--- src/rtl/fgcm_pkg.sv ---
`timescale 1ns / 1ps
package fgcm_pkg;

    localparam int COORD_BITS = 24;
    localparam int MAX_LEVELS = 15;

    // configuration register fields
    localparam int CFG_W     = 4;
    localparam int CFG_IDX_W = 2;
    localparam logic [CFG_IDX_W-1:0] CFG_BASE  = 2'd0;
    localparam logic [CFG_IDX_W-1:0] CFG_HOLE  = 2'd1;
    localparam logic [CFG_IDX_W-1:0] CFG_DEPTH = 2'd2;
    localparam logic [CFG_IDX_W-1:0] CFG_SPACE = 2'd3;

    localparam logic [CFG_W-1:0] RST_BASE  = 4'd3;
    localparam logic [CFG_W-1:0] RST_HOLE  = 4'd1;
    localparam logic [CFG_W-1:0] RST_DEPTH = 4'd9;
    localparam logic [CFG_W-1:0] RST_SPACE = 4'd1;

    // divisors run from 0 to 16 (a zero base gives 0), remainders stay below 16
    localparam int DIV_W   = CFG_W + 1;
    localparam int DIGIT_W = CFG_W;
    localparam int LEV_W   = 6;

    // reciprocal multiply: quotient = (q * M) >> SHIFT, exact for q < 2^COORD_BITS
    localparam int SHIFT   = COORD_BITS + DIV_W - 1;
    localparam int RECIP_W = SHIFT + 1;
    localparam int PROD_W  = COORD_BITS + RECIP_W;
    localparam longint unsigned RECIP_ONE = 64'd1 << SHIFT;

    // grid extent saturates at 2^COORD_BITS
    localparam int SPAN_W = COORD_BITS + 1;
    localparam logic [SPAN_W-1:0] SPAN_LIMIT = SPAN_W'(RECIP_ONE >> (DIV_W - 1));

    typedef struct packed {
        logic [COORD_BITS-1:0] x;
        logic [COORD_BITS-1:0] y;
        logic [COORD_BITS-1:0] qx;
        logic [COORD_BITS-1:0] qy;
        logic                  zx;
        logic                  zy;
        logic                  open;
        logic [SPAN_W-1:0]     span;
    } t_lane;

    typedef struct packed {
        logic               active;
        logic               holes;
        logic [CFG_W-1:0]   base;
        logic [CFG_W-1:0]   first_d;
        logic [CFG_W:0]     last_d;
    } t_lvl_ctl;

    function automatic logic [RECIP_W-1:0] recip_of(input logic [DIV_W-1:0] d);
        logic [RECIP_W-1:0] m;
        case (d)
            5'd1:    m = RECIP_W'(RECIP_ONE);
            5'd2:    m = RECIP_W'((RECIP_ONE + 64'd1) / 64'd2);
            5'd3:    m = RECIP_W'((RECIP_ONE + 64'd2) / 64'd3);
            5'd4:    m = RECIP_W'((RECIP_ONE + 64'd3) / 64'd4);
            5'd5:    m = RECIP_W'((RECIP_ONE + 64'd4) / 64'd5);
            5'd6:    m = RECIP_W'((RECIP_ONE + 64'd5) / 64'd6);
            5'd7:    m = RECIP_W'((RECIP_ONE + 64'd6) / 64'd7);
            5'd8:    m = RECIP_W'((RECIP_ONE + 64'd7) / 64'd8);
            5'd9:    m = RECIP_W'((RECIP_ONE + 64'd8) / 64'd9);
            5'd10:   m = RECIP_W'((RECIP_ONE + 64'd9) / 64'd10);
            5'd11:   m = RECIP_W'((RECIP_ONE + 64'd10) / 64'd11);
            5'd12:   m = RECIP_W'((RECIP_ONE + 64'd11) / 64'd12);
            5'd13:   m = RECIP_W'((RECIP_ONE + 64'd12) / 64'd13);
            5'd14:   m = RECIP_W'((RECIP_ONE + 64'd13) / 64'd14);
            5'd15:   m = RECIP_W'((RECIP_ONE + 64'd14) / 64'd15);
            5'd16:   m = RECIP_W'((RECIP_ONE + 64'd15) / 64'd16);
            default: m = '0;
        endcase
        return m;
    endfunction

endpackage

--- src/rtl/fgcm_out.sv ---
`timescale 1ns / 1ps
module fgcm_out import fgcm_pkg::*; (
    input  logic  i_clk,
    input  logic  i_rst_n,
    input  logic  i_valid,
    output logic  o_ready,
    input  t_lane i_lane,
    input  logic  i_bad,
    output logic  o_valid,
    input  logic  i_ready,
    output logic  o_open,
    output logic  o_outside,
    output logic  o_bad
);
    logic r_valid;
    logic r_open;
    logic r_outside;
    logic r_bad;
    logic outside;

    assign o_ready = !r_valid || i_ready;
    assign outside = (i_lane.span >= SPAN_LIMIT)
                     || ({1'b0, i_lane.x} > i_lane.span)
                     || ({1'b0, i_lane.y} > i_lane.span);

    // hold the result until the transfer
    always_ff @(posedge i_clk) begin
        if (!i_rst_n) begin
            r_valid <= 1'b0;
        end else if (o_ready) begin
            r_valid <= i_valid;
        end
        if (o_ready && i_valid) begin
            r_open    <= i_lane.open && !outside && !i_bad;
            r_outside <= outside;
            r_bad     <= i_bad;
        end
    end

    assign o_valid   = r_valid;
    assign o_open    = r_open;
    assign o_outside = r_outside;
    assign o_bad     = r_bad;
endmodule

--- config.mk ---
export PLATFORM = sky130hd
export DESIGN_NAME = fgcm_out
export DESIGN_NICKNAME = d
export VERILOG_FILES = /design/src/rtl/fgcm_pkg.sv /design/src/rtl/fgcm_out.sv
export SDC_FILE = /design/constraint.sdc
export NUM_CORES = 1
export LEC_CHECK = 0
export BUFFER_PORTS_ARGS = -buffer_cell sky130_fd_sc_hd__buf_2
export CORE_MARGIN = 2
export CORE_UTILIZATION = 39
export DETAILED_ROUTE_END_ITERATION = 12
export GPL_ROUTABILITY_DRIVEN = 1
export PLACE_DENSITY_LB_ADDON = 0.12
export SLEW_MARGIN = 10
export SYNTH_ARGS = -nofsm -noshare
export SYNTH_HDL_FRONTEND = slang
export SYNTH_SLANG_ARGS = --single-unit
--- constraint.sdc ---
create_clock -name i_clk -period 3.2 [get_ports i_clk]
set_input_delay 0.16 -clock i_clk [delete_from_list [all_inputs] [get_ports i_clk]]
set_output_delay 0.16 -clock i_clk [all_outputs]
set_load 0.02 [all_outputs]
# Word level (Yosys, flattened, before mapping)
# Index checks and enable logic that the tools add are counted.
# W data, S select, Z words.
dict set report classes {
  magnitude_cmp 3
  reduce_logical 9
}
# operator n
set ops {}
lappend ops {{$gt A24 B25 Y1} 2}
lappend ops {{$ge A25 B25 Y1 const B} 1}
lappend ops {{$logic_and A1 B1 Y1} 3}
lappend ops {{$logic_not A1 Y1} 3}
lappend ops {{$logic_or A1 B1 Y1} 3}
dict set report totals {
  reg_bits 4
  in_bits 129
  elab_cells 16
}

# Depth between registers and ports, before layout
dict set report logic_depth {
  word_depth 6
  ltp_mapped 7
  ltp_nobuf 7
}

# Worst setup path before layout
# Ideal clock, no wire load.
dict set report synth_timing {
  kind {in2reg}
  from {in i_lane[12] (netlist name)}
  to {reg r_outside (netlist: o_outside) (data pin)}
  arrival_time_ps 1797
  required_ps 2935
  setup_slack_ps 1138
  cell_stages 7
  n_path_buf 0
  path_cell_list {inv_1 > ha_1 > nand4_1 > or4_4 > nor4_2 > o22ai_1 > or3_1}
}
dict set report synth_between {
  elab_chain_cells 3
}
# item line_no
set synth_rtl {}
lappend synth_rtl {{start: declaration} fgcm_out.sv:7} ;# input t_lane i_lane,
lappend synth_rtl {{$ge A25 B25 Y1 / $gt A24 B25 Y1 (equally long branches)} {fgcm_out.sv:22, fgcm_out.sv:23}}
lappend synth_rtl {{$logic_or A1 B1 Y1} fgcm_out.sv:23} ;# || ({1'b0, i_lane.x} > i_lane.span)
lappend synth_rtl {{$logic_or A1 B1 Y1 *} fgcm_out.sv:24} ;# || ({1'b0, i_lane.y} > i_lane.span);
lappend synth_rtl {{net outside} fgcm_out.sv:19} ;# logic outside;
lappend synth_rtl {{end signal: assignment} fgcm_out.sv:35} ;# r_outside <= outside;
lappend synth_rtl {{end: declaration} fgcm_out.sv:17} ;# logic r_outside;
# The timed path passes the listed nets; every way through them passes the cells marked *.
# A chain may end at the register's enable or synchronous reset.

# Worst setup path after layout
dict set report layout_timing {
  from {in i_lane[15] (netlist name)}
  to {reg r_outside (netlist: o_outside) (data pin)}
}
# The elaborated chain is that of the path after synthesis.

==> run metrics <==
EDFF count, synth=3; synth warn=0; dominant synthesized flop cell=edfxtp_1; Hold Path Origin=i_bad; H-tree depth=1; Die Ht=62.5 µm; nets@finish=429; outcome=finished clean; wire per inst=10.3 µm; synthesized flop and latch total=4; sequential share of power=18.7%; total of max-cap violations=0; Worst Path Class, Setup=input pin to flop; fmax=0.494 GHz; Worst R2R End=o_bad; Area Growth Syn to Fin=37.4%; Synth Cell Area=1340 µm²; Reg area=110 µm²; num rows=21; CP Launch Point=i_lane[15]; CTS tree=built; clock share of power=21.1%; grt total ovfl=0; GPL Wtd Cong=0.776; chip width=62.5 µm; Post-CTS Setup Inserts=0; I/O Buffers=83; DRC violation count after routing=0; TritonCTS Buffers=3; final hold vios=0; Critical Path Sink Type=flop; internal power=205 µW; number of fill cells=358; initial antenna violation count=0; combinational share of power=60.1%; CTS Buffer Depth=2; R2R cell count=2; number of library cell types mapped by synthesis=36; Period Utilization, post-route=63.3%; RSZ-0062 raised after global routing=false; Required @ worst endpoint=3.18 ns; core area=3310 µm²; critical path's largest stage delay=0.47 ns; CTS sink count=4; post-synth top area share=45.0%; endpoints failing setup=0; Worst VDD drop=67.8 µV; Ports=134; Synth top cells by count=48 x ha_1, 27 x inv_1, 18 x a21oi_1, 9 x nand2_1; cells along the critical path=buf_2 > inv_1 > ha_1 > nand4_1 > or4_4 > nor4_2 > o22ai_1 > or3_1; Slew HR=75.1%; global-route wire length before repair=4940 µm; Setup TNS Final=0 ns; CTS-repair resized insts=0; most frequent cell after synthesis=ha_1; hold crit path type=input pin to flop; largest net degree at the start of global routing=6; r2r setup slk=2.31 ns; initial drt markers=30; worst-path fanout max=3; ANT cells=0; Placed Cells incl. Taps=293; switching pwr=120 µW; final std cells w/o fill=297; initial core utilization=40.3%; minimum clock period=2.03 ns; Vias/cell=4.82; worst endpoint data arrival time=2.01 ns; synth top area cells=ha_1 45%, inv_1 7.6%, a21oi_1 6.7%; hold_buf cts=0; drt total wl=3060 µm; DP HPWL=2890 µm; layout cell share with drive strength beyond 1=35.9%; routed via count=1431; latest clock arrival within the worst-skew pair=0.24 ns; worst r2r src=o_valid; GR Util All Layers=14.9%; slowest cell on the critical path=or4_4; DR pass1 iterations=4; Setup crit end=o_outside; sw frac=36.9%; Multi-input gate area=1120 µm²; Slew @ Worst Pin=0.370 ns; Cells after Synth=164; Worst Setup Start Kind=input pin; P per Cell Area=177 nW/µm²; post-synth top area cell=ha_1; Slew Viols, Final=0; vias in the first global route=1262; Final ANT Viol Nets=0; skew final=0.00460 ns; Die ar.=3910 µm²; Post-Syn Nets=341; Root Driver=clkbuf_4; mean post-synth cell area=8.14 µm²; Reg clk slew, reported paths=0.04 ns; Pleak=1.04 nW; sequential element share of the synthesized area=8.25%; ys async rst share=0%
worst min path at each step:
| stage | end | slack [ns] | cells after the start |
|---|---|---|---|
| 2_1_floorplan | o_bad | 0.26 | 0 |
| 3_3_place_gp | o_bad | 0.36 | 1 |
| 3_5_place_dp | o_bad | 0.36 | 1 |
| 4_1_cts | o_bad | 0.12 | 1 |
| 5_1_grt | o_bad | 0.12 | 1 |
| 6_report | o_bad | 0.13 | 1 |
cells in the final DEF (no fill, tap or decap), types with 2 or more instances in the layout:
master    Yosys  final
nor3_1        3      3
a21o_1        2      2
nand4_1       8      8
nor2_1        3      3
buf_2         0     83
ha_1         48     48
and4_1        2      2
edfxtp_1      3      3
inv_1        27     27
nand2_1       9      9
and3_1        2      2
nor2b_1       2      2
clkbuf_4      0      3
o21ai_0       8      8
nand3_1       3      3
a21oi_1      18     18
nand2b_1      4      4
nor4_1        2      2
final cells by class:
cell class	instances	area share [%]
multi-input cells	133	61.3
repair buffers	83	22.6
flip-flops and latches	4	6.00
inverters	27	5.53
well taps	46	3.14
clock buffers	4	1.43
layer usage:
layer	GRT usage, %	up-vias	part of all wire, %
li1	-	786	-
met1	21.1	593	50
met2	24.3	50	43
met3	1.80	2	6.5
met4	3.33	0	0.49
met5	0	-	0
metrics by stage:
stage	setup slack [ns]	hold slack [ns]	power [mW]	utilization [%]	cell area (µm²)
floorplan	1.14	0.259	0.178	-	1340
global placement	0.942	0.357	0.256	54.6	1810
detailed placement	0.908	0.362	0.258	54.6	1810
CTS	1.16	0.123	0.329	55.4	1830
global route	1.09	0.118	0.361	55.4	1830
finish	1.17	0.129	0.325	55.4	1830
worst max-delay path: cells and delay by family:
kind | cells | cell delay (ns)
buffers and inverters | 2 | 0.12
and+or+nand+nor | 4 | 1.28
AOI/OAI and AO/OA | 1 | 0.12
adders and majority gates | 1 | 0.32
power groups by stage:
stage	clock, mW	combinational, mW	sequential (mW)
global placement	0	0.194	0.0615
floorplan	0	0.112	0.0660
CTS	0.0705	0.197	0.0607
global route	0.0744	0.225	0.0610
detailed placement	0	0.196	0.0616
finish	0.0687	0.195	0.0608
kinds of logic after synthesis:
logic type | share of synthesized area, %
adders and majority gates | 45.0
and+or+nand+nor | 19.2
AOI/OAI and AO/OA | 20.0
buffers and inverters | 7.59
DFF | 8.25
sequential cells by signal, summed over array words and instances (netlist names):
signal / cells
o_outside: 1
o_bad: 1
o_open: 1
o_valid: 1
No activity file was read; power rests on OpenSTA's default activity.
